==> config.mk <==
export PLATFORM = sky130hd
export DESIGN_NAME = mnd_sqrt
export DESIGN_NICKNAME = d
export VERILOG_FILES = /design/src/sv/mnd_sqrt.sv
export SDC_FILE = /design/constraint.sdc
export NUM_CORES = 2
export LEC_CHECK = 0
export BUFFER_PORTS_ARGS = -buffer_cell sky130_fd_sc_hd__buf_2
export CAP_MARGIN = 20
export CORE_ASPECT_RATIO = 0.8
export CORE_MARGIN = 1
export CORE_UTILIZATION = 30
export CTS_CLUSTER_DIAMETER = 30
export DETAILED_ROUTE_END_ITERATION = 7
export GPL_TIMING_DRIVEN = 0
export PLACE_DENSITY = 0.41
export SYNTH_ARGS = -nofsm -noshare
export SYNTH_HDL_FRONTEND = slang
export SYNTH_MEMORY_MAX_BITS = 65536
export SYNTH_SLANG_ARGS = --single-unit
==> constraint.sdc <==
create_clock -name clk -period 10.83 [get_ports clk]
set_input_delay 2.166 -clock clk [delete_from_list [all_inputs] [get_ports clk]]
set_output_delay 2.166 -clock clk [all_outputs]
set_load 0.02 [all_outputs]
==> src/sv/mnd_sqrt.sv <==
// Pipelined integer square root, one result bit per stage (floor of the
// root). Depends on nothing.
module mnd_sqrt #(
  parameter int IN_W = 66
) (
  input  logic                clk,
  input  logic                en,
  input  logic [IN_W-1:0]     rad,
  output logic [IN_W/2-1:0]   root
);

  localparam int OUT_W = IN_W / 2;
  localparam int REM_W = OUT_W + 2;

  logic [REM_W-1:0] rem_q  [OUT_W];
  logic [OUT_W-1:0] root_q [OUT_W];
  logic [IN_W-1:0]  rad_q  [OUT_W];

  for (genvar k = 0; k < OUT_W; k++) begin : g_stage
    logic [REM_W-1:0] rem_i;
    logic [REM_W-1:0] rem_t;
    logic [REM_W-1:0] trial;
    logic [OUT_W-1:0] root_i;
    logic [IN_W-1:0]  rad_i;

    if (k == 0) begin : g_first
      assign rem_i  = '0;
      assign root_i = '0;
      assign rad_i  = rad;
    end else begin : g_next
      assign rem_i  = rem_q[k-1];
      assign root_i = root_q[k-1];
      assign rad_i  = rad_q[k-1];
    end

    // Bring down the next two radicand bits and try 4*root + 1.
    assign rem_t = {rem_i[REM_W-3:0], rad_i[IN_W-1 -: 2]};
    assign trial = {root_i, 2'b01};

    always_ff @(posedge clk) begin
      if (en) begin
        if (rem_t >= trial) begin
          rem_q[k]  <= rem_t - trial;
          root_q[k] <= {root_i[OUT_W-2:0], 1'b1};
        end else begin
          rem_q[k]  <= rem_t;
          root_q[k] <= {root_i[OUT_W-2:0], 1'b0};
        end
        rad_q[k] <= rad_i << 2;
      end
    end
  end

  assign root = root_q[OUT_W-1];

endmodule

# Yosys cells after proc, flatten, opt, wreduce, memory -nomap -nowiden
# Memories as Yosys holds them, arrays and structs flattened.
# Cells that the tools add are included.
[op_classes]
add_sub_neg = 33
n_bitwise = 66
n_lt_le_gt_ge = 33
mux = 266
[ops]
columns = ["op", "n"]
rows = [
  ["$mux 35", 33],
  ["$ge 35x35->1", 32],
  ["$sub 35x35->35", 32],
  ["$mux 33", 33],
  ["$mux 1", 200],
  ["$or 1x1->1", 66],
  ["$sub 2x1->3 const B", 1],
  ["$ge 2x1->1 const B", 1],
]
[totals]
mem_bits_rw = 4356
n_memories = 3
elab_cells = 401
inputBits = 68
regBits = 0
output_inout_bits = 33
[mem_list]
columns = ["name", "words", "width", "rd", "rd_ports_with_merged_regs", "wr", "line", "text"]
rows = [
  ["rad_q", 33, 64, 32, 0, 33, "17", "logic [IN_W-1:0] rad_q [OUT_W];"],
  ["rem_q", 33, 35, 32, 0, 33, "15", "logic [REM_W-1:0] rem_q [OUT_W];"],
  ["root_q", 33, 33, 33, 0, 33, "16", "logic [OUT_W-1:0] root_q [OUT_W];"],
]

# Depth between registers and ports, before layout
# An unclocked memory read counts as a cell.
[depth]
depth_word = 6
depth_mapped = 15
depth_no_buf = 14

# Worst setup path before layout
# OpenSTA, ideal clock, no wires.
[synth_path]
kind = "input-to-reg"
start = "input en"
end = "memory rem_q[25][0] (netlist name) (enable)"
setup_time_ps = 437
path_slack_ps = 5796
path_buffers = 4
path_stages = 4
required_ps = 10393
arrival_ps = 4597
cell_sequence = "clkbuf_1 -> clkbuf_1 -> clkbuf_1 -> clkbuf_1"
[synth_lines]
columns = ["element", "line", "text"]
rows = [
  ["from (decl)", "7", "input logic en,"],
  ["to (decl)", "15", ""],
]

==> results.cfg <==
[synthesis]
synth_area_per_cell_um2 = 12.9
synth_commonest_cells = 2623 x edfxtp_1, 764 x inv_1, 672 x nand2_1
ys_ff_latch = 2624
netlist_instances = 9436
synth_most_common_cell = edfxtp_1
ys_types = 92
ys_warn_count = 0
yosysTopAreaCell = edfxtp_1
synthTopCellsByArea = edfxtp_1 65%, ha_1 6.1%, xor2_1 3.1%
synth_edf_count = 2623
ys_seq_area_share_pct = 64.7
syn_area_mm2 = 0.122
synth_top_area_share_pct = 64.7
synth_ff_type = edfxtp_1
syn_nets = 10100
ys_async_sr_fraction_pct = 0

[floorplan]
core_mm2 = 0.403
rows = 208
die_area_mm2 = 0.408
die_h_um = 572
die_x_um = 714
io_pins = 101
start_util_pct = 30.2

[layout]
final-instance-count-excl-fill = 16000
finalNetCount = 10800
drive_gt1_share_pct = 12.0
syn_to_final_growth_pct = 23.1

[worst_setup_path]
r2r_cells = 12
reg2reg_from = root_q[30][1]
crit_slowest_cell = nor4b_1
cp_cell_sequence = buf_12 -> inv_1 -> clkbuf_2 -> buf_16 -> clkbuf_2 -> buf_12 -> nor4b_1 -> nand2_1 -> a31oi_1 -> clkbuf_1 -> clkbuf_1 -> o21ai_0
cp-start-kind = primary input
max_stage_delay_ns = 0.68
worstPathRequired_ns = 11.51
cp-end-kind = flip-flop
r2r_slack_ns = 5.25
cp.arrival_ns = 7.19
path_max_fanout = 141
path_class = primary input to flip-flop
rr_endpoint = rem_q[31][1]

[routing]
antenna_left = 0
routed_wl_um = 289000
vias = 75600
wl_per_cell_um = 18.1
routed_via_density = 4.72
drc = 0
first_iter_violations = 5826
dr.pass1.iters = 5

[sta]
skew_ns = 0.0574
hold_viol_final = 0
rsz0062_at_grt = false
period_share_pct = 60.2
relSlewSlack_pct = 27.3
fmax_mhz = 153
setup_tns_ns = 0
tightest_slew_ns = 1.09
drv_slew = 0
finalCriticalPeriod_ns = 6.52
setup_viol = 0
worst_slack_ns = 4.31

[placed_design]
post-place-ws_ns = 3.18
gp_congestion = 0.860
dp.cells = 14900
dp_hpwl_um = 209000
numPortBuffers = 100

[hold_path]
worstHoldEndpoint = rad_q[0][727]
holdCritPathClass = flip-flop to flip-flop
min_from = rad_q[0][661]
min_path_cells = 0

[cts]
cts_tree = done
clkTransAtPathRegs_ns = 0.04
postCtsResizedCells = 0
numCtsBuffers = 588
clock_latency_ns = 1.02
cts_setup_buffers = 0
ctsHoldBuffers = 0
clock-sinks = 2624
h-tree-depth = 6
cts_buffer_depth = 4
root_buffer = clkbuf_16

[global_routing]
grt_use_total_pct = 13.8
grt_pass1_wl_um = 445000
grt_pass1_vias = 75200
overflow = 0
grt_max_degree = 177
grt_antenna_before_repair = 11

[power_and_ir_drop]
ir_worst_vdd_uv = 155
powerDensity_mw_per_mm2 = 250
power_leakage_nw = 57.3

[run]
maxCapViolCount = 0

[outcome]
run_status = completed
-- registers in the layout, indices dropped and copies added, names as in the netlist --
signal and cells:
rem_q 1007, root_q 561, rad_q 1056
-- where the power goes --
part | switching, mW | internal [mW] | leakage (nW)
clock | 5.84 | 11.9 | 9.58
combinational | 3.60 | 2.46 | 22.4
sequential | 0.822 | 12.9 | 25.3
-- metal layers --
layer  part of all wire, %  track usage [%]  vias up
met4                   2.3             4.02        0
met1                    50             20.4    36700
met2                    42             20.3     1790
met3                   6.0             2.89      507
li1                      -                -    36600
met5                     0                0        -
-- cells in the final DEF, fill, tap and decap left out, types with 72 or more instances in the layout --
cell and n:
nor2b_1 83, buf_2 113, nand4_1 95, a21oi_1 574, bufinv_16 72, nand2_1 672, or3_1 108, o21ai_0 570
ha_1 596, nor4_1 117, nand2b_1 130, mux2_2 74, xor2_1 425, xnor2_1 407, nor2_1 533, inv_1 764
clkinv_2 85, edfxtp_1 2623, nand3_1 150, clkbuf_1 217, a21o_1 245, nor3_1 236, clkbuf_16 600, o21a_1 88
clkinv_1 78
-- layout make-up --
class	instances	area, um2
multi-input cells	5837	39300
inverters	768	2890
repair buffers	141	1320
diodes	8	20.0
flip-flops and latches	2624	78800
plain buffers	207	845
fillers	38400	253000
clock buffers	671	15300
clock inverters	403	4690
well taps	5355	6700
-- worst max path at each step --
stage,from,end,depth (start not counted)
final,en,rem_q[21][21],12
after global routing,en,rem_q[21][21],12
after CTS,en,rem_q[21][21],12
after detailed placement,en,rem_q[21][9],13
after global placement,en,rem_q[7][32],12
after floorplan,en,rem_q[25][0],4
-- worst max-delay path: cells and delay by family --
kind            cells  cell delay (ns)
compound gates      2             0.64
buf+inv             8             3.35
simple gates        2             0.78
-- kinds of logic (layout without fill, tap and decap cells) --
logic type,after synthesis,in the layout,share of synthesized area (%)
mux,85,85,0.775
simple gates,2412,2412,9.76
compound gates,1912,1912,9.63
other cells,0,8,0
buf+inv,975,2190,3.02
flops,2624,2624,64.7
fa+ha+maj,596,596,6.12
xor+xnor,832,832,5.98
-- metrics by stage --
step | hold slack [ns] | total power, mW | instance area, um2 | utilization [%]
finish | 0.367 | 37.5 | 150000 | 37.2
global route | 0.373 | 39.4 | 150000 | 37.2
CTS | 0.363 | 38.0 | 150000 | 37.2
detailed placement | 0.405 | 19.9 | 130000 | 32.2
global placement | 0.400 | 20.0 | 129000 | 32.0
floorplan | 0.400 | 18.0 | 122000 | -
(Power assumes the default switching activity.)
