===== config.mk =====
export PLATFORM = sky130hd
export DESIGN_NAME = mnd_mul
export DESIGN_NICKNAME = d
export VERILOG_FILES = /design/src/sv/mnd_pkg.sv /design/src/sv/mnd_mul.sv
export SDC_FILE = /design/constraint.sdc
export NUM_CORES = 2
export LEC_CHECK = 0
export CAP_MARGIN = 20
export CORE_MARGIN = 2
export CORE_UTILIZATION = 25
export DETAILED_ROUTE_END_ITERATION = 6
export DONT_BUFFER_PORTS = 1
export REMOVE_ABC_BUFFERS = 1
export SLEW_MARGIN = 40
export SYNTH_ARGS = -nofsm -noshare
export SYNTH_HDL_FRONTEND = slang
export SYNTH_SLANG_ARGS = --single-unit

===== constraint.sdc =====
create_clock -name clk -period 14.74 [get_ports clk]
set_input_delay 2.948 -clock clk [delete_from_list [all_inputs] [get_ports clk]]
set_output_delay 2.948 -clock clk [all_outputs]
set_load 0.01 [all_outputs]

===== src/sv/mnd_pkg.sv =====
// Shared constants, types and the output saturation function for the
// Miyamoto-Nagai disk force block. No dependencies.
package mnd_pkg;

  localparam int DATA_W        = 32;
  localparam int FRAC_BITS_DEF = 16;
  localparam int MUL_CHUNK     = 32;
  localparam int MUL_LAT       = 2;
  localparam int QUO_W         = 32;
  localparam int CFG_IDX_W     = 2;

  localparam logic [CFG_IDX_W-1:0] REG_GRAV_MASS      = 2'd0;
  localparam logic [CFG_IDX_W-1:0] REG_SCALE_RADIAL   = 2'd1;
  localparam logic [CFG_IDX_W-1:0] REG_SCALE_VERTICAL = 2'd2;

  localparam logic [DATA_W-1:0] NEG_LIMIT = 32'h8000_0000;
  localparam logic [DATA_W-1:0] POS_LIMIT = 32'h7FFF_FFFF;

  typedef struct packed {
    logic              clip;
    logic [DATA_W-1:0] word;
  } sat_t;

  // Clamp a magnitude to the signed range and apply the sign.
  function automatic sat_t sat_word(input logic [DATA_W-1:0] mag, input logic big,
                                    input logic neg);
    logic [DATA_W-1:0] lim;
    logic [DATA_W-1:0] m;
    sat_t              res;
    lim      = neg ? NEG_LIMIT : POS_LIMIT;
    res.clip = big || (mag > lim);
    m        = res.clip ? lim : mag;
    res.word = neg ? (~m + 32'd1) : m;
    return res;
  endfunction

endpackage


===== src/sv/mnd_mul.sv =====
// Two-stage unsigned multiplier built from 32 by 32 partial products.
// Depends on mnd_pkg.
module mnd_mul #(
  parameter int A_W = 32,
  parameter int B_W = 32
) (
  input  logic               clk,
  input  logic               en,
  input  logic [A_W-1:0]     a,
  input  logic [B_W-1:0]     b,
  output logic [A_W+B_W-1:0] p
);
  import mnd_pkg::*;

  localparam int NA   = (A_W + MUL_CHUNK - 1) / MUL_CHUNK;
  localparam int NB   = (B_W + MUL_CHUNK - 1) / MUL_CHUNK;
  localparam int AP_W = NA * MUL_CHUNK;
  localparam int BP_W = NB * MUL_CHUNK;
  localparam int P_W  = A_W + B_W;

  logic [AP_W-1:0]          a_pad;
  logic [BP_W-1:0]          b_pad;
  logic [2*MUL_CHUNK-1:0]   pp [NA][NB];
  logic [P_W-1:0]           acc;

  assign a_pad = AP_W'(a);
  assign b_pad = BP_W'(b);

  // First stage: partial products.
  always_ff @(posedge clk) begin
    if (en) begin
      for (int i = 0; i < NA; i++) begin
        for (int j = 0; j < NB; j++) begin
          pp[i][j] <= a_pad[i*MUL_CHUNK +: MUL_CHUNK] * b_pad[j*MUL_CHUNK +: MUL_CHUNK];
        end
      end
    end
  end

  // Second stage: weighted sum of the partial products.
  always_comb begin
    acc = '0;
    for (int i = 0; i < NA; i++) begin
      for (int j = 0; j < NB; j++) begin
        acc = acc + (P_W'(pp[i][j]) << (MUL_CHUNK * (i + j)));
      end
    end
  end

  always_ff @(posedge clk) begin
    if (en) begin
      p <= acc;
    end
  end

endmodule


# == After elaboration in Yosys (flattened, before gate mapping) ==
# Memory sizes are Yosys's and may differ from the RTL's. A register that Yosys moved wholly into a read port is not among the register bits.
# Cells that the tools add are included.
# classes
multipliers,1
n_mux,2
# ops
op,n
multiplier 32 x 32 -> 64 bit,1
two-way mux 1 bit,2
# word_totals
reg_bits,0
ram_bits,64
input_bits,66
out_inout_bits,64
wordCells,4
n_memories,1
# memory_table
memory,depth,width,rd,rd_ports_with_merged_regs,write_ports,line,source
pp,1,64,1,1,1,mnd_mul.sv:23,logic [2*MUL_CHUNK-1:0] pp [NA][NB];

# == Logic depth before layout (Yosys ltp) ==
# logic_depth
ltp_word,2
mapped_depth,29
depth_no_buf,28

# == Worst setup path before layout ==
# OpenSTA, ideal clock, no wires.
# synth_path
path_kind,input to register
start,input b[9]
end,memory pp[0][60] in the netlist's numbering (data pin)
setup_time_ps,262
t_arrival_ps,10007
required_time_ps,14478
slack_ps,4471
stages,26
n_path_buf,1
cell_sequence,clkbuf_1 -> nand2_1 -> fa_1 -> inv_1 -> fa_1 -> inv_1 -> fa_1 -> inv_1 -> fa_1 -> fa_1 -> fa_1 -> fa_1 -> inv_1 -> fa_1 -> inv_1 -> ha_1 -> and3_1 -> and3_2 -> and2_4 -> a2111o_1 -> a32oi_1 -> a31oi_1 -> a221o_1 -> a221oi_1 -> o21ai_1 -> xor2_1
# synth_via
elab_chain_cells,1
# synth_rtl
item,line,source
from (decl),mnd_mul.sv:10,"input logic [B_W-1:0] b,"
multiplier 32 x 32 -> 64 bit,mnd_mul.sv:34,pp[i][j] <= a_pad[i*MUL_CHUNK +: MUL_CHUNK] * b_pad[j*MUL_CHUNK +: MUL_CHUNK];
to (decl),mnd_mul.sv:23,
# Every way passes these cells.

# == Worst setup path in the final report ==
# layout_path
start,input b[17]
end,memory pp[0][60] in the netlist's numbering (data pin)
# Same word-level chain as after synthesis.

==> results.yml <==
die:
  io_pins: 130
  die_x_um: 389
  start_util_pct: 25.2
  coreArea_mm2: 0.147
  die_h_um: 389
  die-area_mm2: 0.151
  rows: 141
sta:
  rsz0062_at_grt: "no"
  max_freq_mhz: 95.2
  fin_crit_sh_pct: 71.3
  worstMarginPinSlew_ns: 0.613
  period_needed_ns: 10.50
  relSlewSlack_pct: 58.7
  slew_violations: 0
  hold_viol_final: 0
  fin_skew_ns: 0.0162
  fin_tns_setup_ns: 0
  setup_viol: 0
cells_and_area:
  layout-drive-gt1-share_pct: 1.44
  area_growth_pct: 5.75
  nFillCells: 15697
  fin_nets: 4822
clock_tree:
  cts-root-buf: "clkbuf_16"
  cts_hold_buf: 0
  clkSlewWorstSetupHoldPaths_ns: 0.07
  clock_latency_ns: 0.45
  tritoncts: "done"
  numCtsBuffers: 17
  cts_max_path_buffers: 2
  cts_resized: 0
  htreeDepth: 4
  clock_sinks: 128
  cts_setup_buffers: 0
drt:
  initialDrtViolationCount: 1491
  ant_nets: 0
  dr.pass1.iters: 5
  wl_per_cell_um: 17.9
  vias: 24815
  vias_per_cell: 4.48
  routed_wl_um: 99100
  drc: 0
yosys:
  ys.warnings.count: 0
  syn-cell-area_mm2: 0.0371
  ys_types: 71
  synth-edff-count: 128
  synth_cells: 3791
  synth_top_cell_by_area: "fa_1"
  synthFlopType: "edfxtp_1"
  seq_area_frac_synth_pct: 10.4
  ys_ff_latch: 128
  ys_top_cells_by_area: "fa_1 (48%), edfxtp_1 (10%), and2_1 (10%)"
  synthArstFlopShare_pct: 0
  synth_top_area_share_pct: 48.3
  synth_area_per_cell_um2: 9.79
place:
  dpl.hpwl_um: 78300
  port_buffers: 0
  gp_congestion: 0.856
flow_run:
  max-cap-violations: 0
grt:
  antenna_found_initial: 4
  grt_overflow: 0
  grt_pass1_wl_um: 159000
  grt_pass1_vias: 27310
  track_usage_pct: 13.5
  grt_max_degree: 129
critical_path:
  crit_fanout: 32
  worst_ep_required_time_ns: 14.92
  critPathCaptureType: "flip-flop"
  arrival_ns: 10.68
  crit_type: "in2reg"
  start_kind: "input pin"
min_path:
  min_path_type: "reg2reg"
outcome:
  status: "finished clean"
## synth_stat cells, drive strengths merged (7+ instances only)
cell	n
o21ai	40
xnor2	35
a21o	34
o21bai	9
clkbuf	207
fa	896
inv	861
edfxtp	128
nor3	7
xor2	27
a21oi	66
and3	9
nand2	473
ha	263
nor2	31
and2	601
nand3	11
a31oi	16
nand4	18
## cell usage in the layout (no fill, tap or decap), types with 5 or more instances in the layout
cell type	n
a21o_1	32
a21oi_1	65
a31oi_1	15
and2_1	599
and3_1	8
clkbuf_16	17
edfxtp_1	128
fa_1	896
ha_1	263
inv_1	861
inv_6	5
nand2_1	473
nand3_1	10
nand4_1	18
nor2_1	31
nor3_1	7
o21ai_0	36
o21bai_1	9
xnor2_1	35
xor2_1	27
## layer usage
layer  vias to the layer above  share of wire [%]  wire (µm)  GRT usage, %
li1                      10696                  -          -             -
met1                     13121                 41      41100          17.7
met2                       847                 49      48800          22.8
met3                       151                6.5       6480          2.31
met4                         0                2.8       2740          3.72
met5                         -                  0          0             0
## metrics by stage
| step | util, % | worst slack, ns | cells | cell area [µm²] | hold WS (ns) |
|---|---|---|---|---|---|
| global placement | 26.2 | 3.85 | 5508 | 38600 | 0.403 |
| detailed placement | 26.2 | 3.77 | 5508 | 38600 | 0.405 |
| CTS | 26.6 | 4.24 | 5540 | 39200 | 0.407 |
| global route | 26.6 | 3.85 | 5540 | 39200 | 0.423 |
| floorplan | - | 4.71 | 3577 | 36200 | 0.400 |
| finish | 26.6 | 4.24 | 5542 | 39200 | 0.408 |
## cells by family after synthesis
family                   after synthesis  share of synthesized area [%]
AO/OA/AOI/OAI                        202                           3.58
XOR/XNOR                              62                           1.46
adder cells (fa/ha/maj)             1159                           57.2
buffers and inverters               1075                           11.1
flip-flops                           128                           10.4
multiplexers                           1                         0.0270
AND/OR/NAND/NOR                     1164                           16.2
## path summary, 6_finish.rpt
path	slack (ns)	from	end	cells after the start
hold reg to reg	0.41	pp[0][39]	p[39]	0
setup reg to reg	14.01	pp[0][24]	p[24]	0
setup / recovery	4.24	b[17]	pp[0][60]	24
hold / removal	0.41	pp[0][39]	p[39]	0
## area by class of cell
class                      count  area [µm²]  share of cell area, %
tap                         1930        2410                   6.16
antenna                        2        5.00                 0.0128
clock inverter                15         171                  0.437
clock buffer                  17         425                   1.08
multi-input combinational   2588       29100                   74.3
timing repair buffer           1        7.51                 0.0191
sequential                   128        3840                   9.80
inverter                     861        3230                   8.24
## worst max-delay path, cell delays in order
cell and delay, ns:
and2_1 0.18, fa_1 0.53, inv_1 0.05, fa_1 0.53, inv_1 0.06, fa_1 0.50
inv_1 0.06, fa_1 0.53, inv_1 0.05, fa_1 0.56, fa_1 0.45, fa_1 0.51
fa_1 0.41, ha_1 0.39, nand2_1 0.13, nor2_1 0.05, a211o_2 0.37, a2111o_1 0.45
a32oi_1 0.46, a31oi_1 0.31, a221o_1 0.43, a221oi_1 0.41, o21ai_1 0.12, xor2_1 0.15
## registers in the layout, indices dropped and copies added (netlist names)
signal	flops
pp	64
p	64
Power is not shown: default switching activity piles up to over one toggle a cycle in this logic, so the estimate is an artifact.
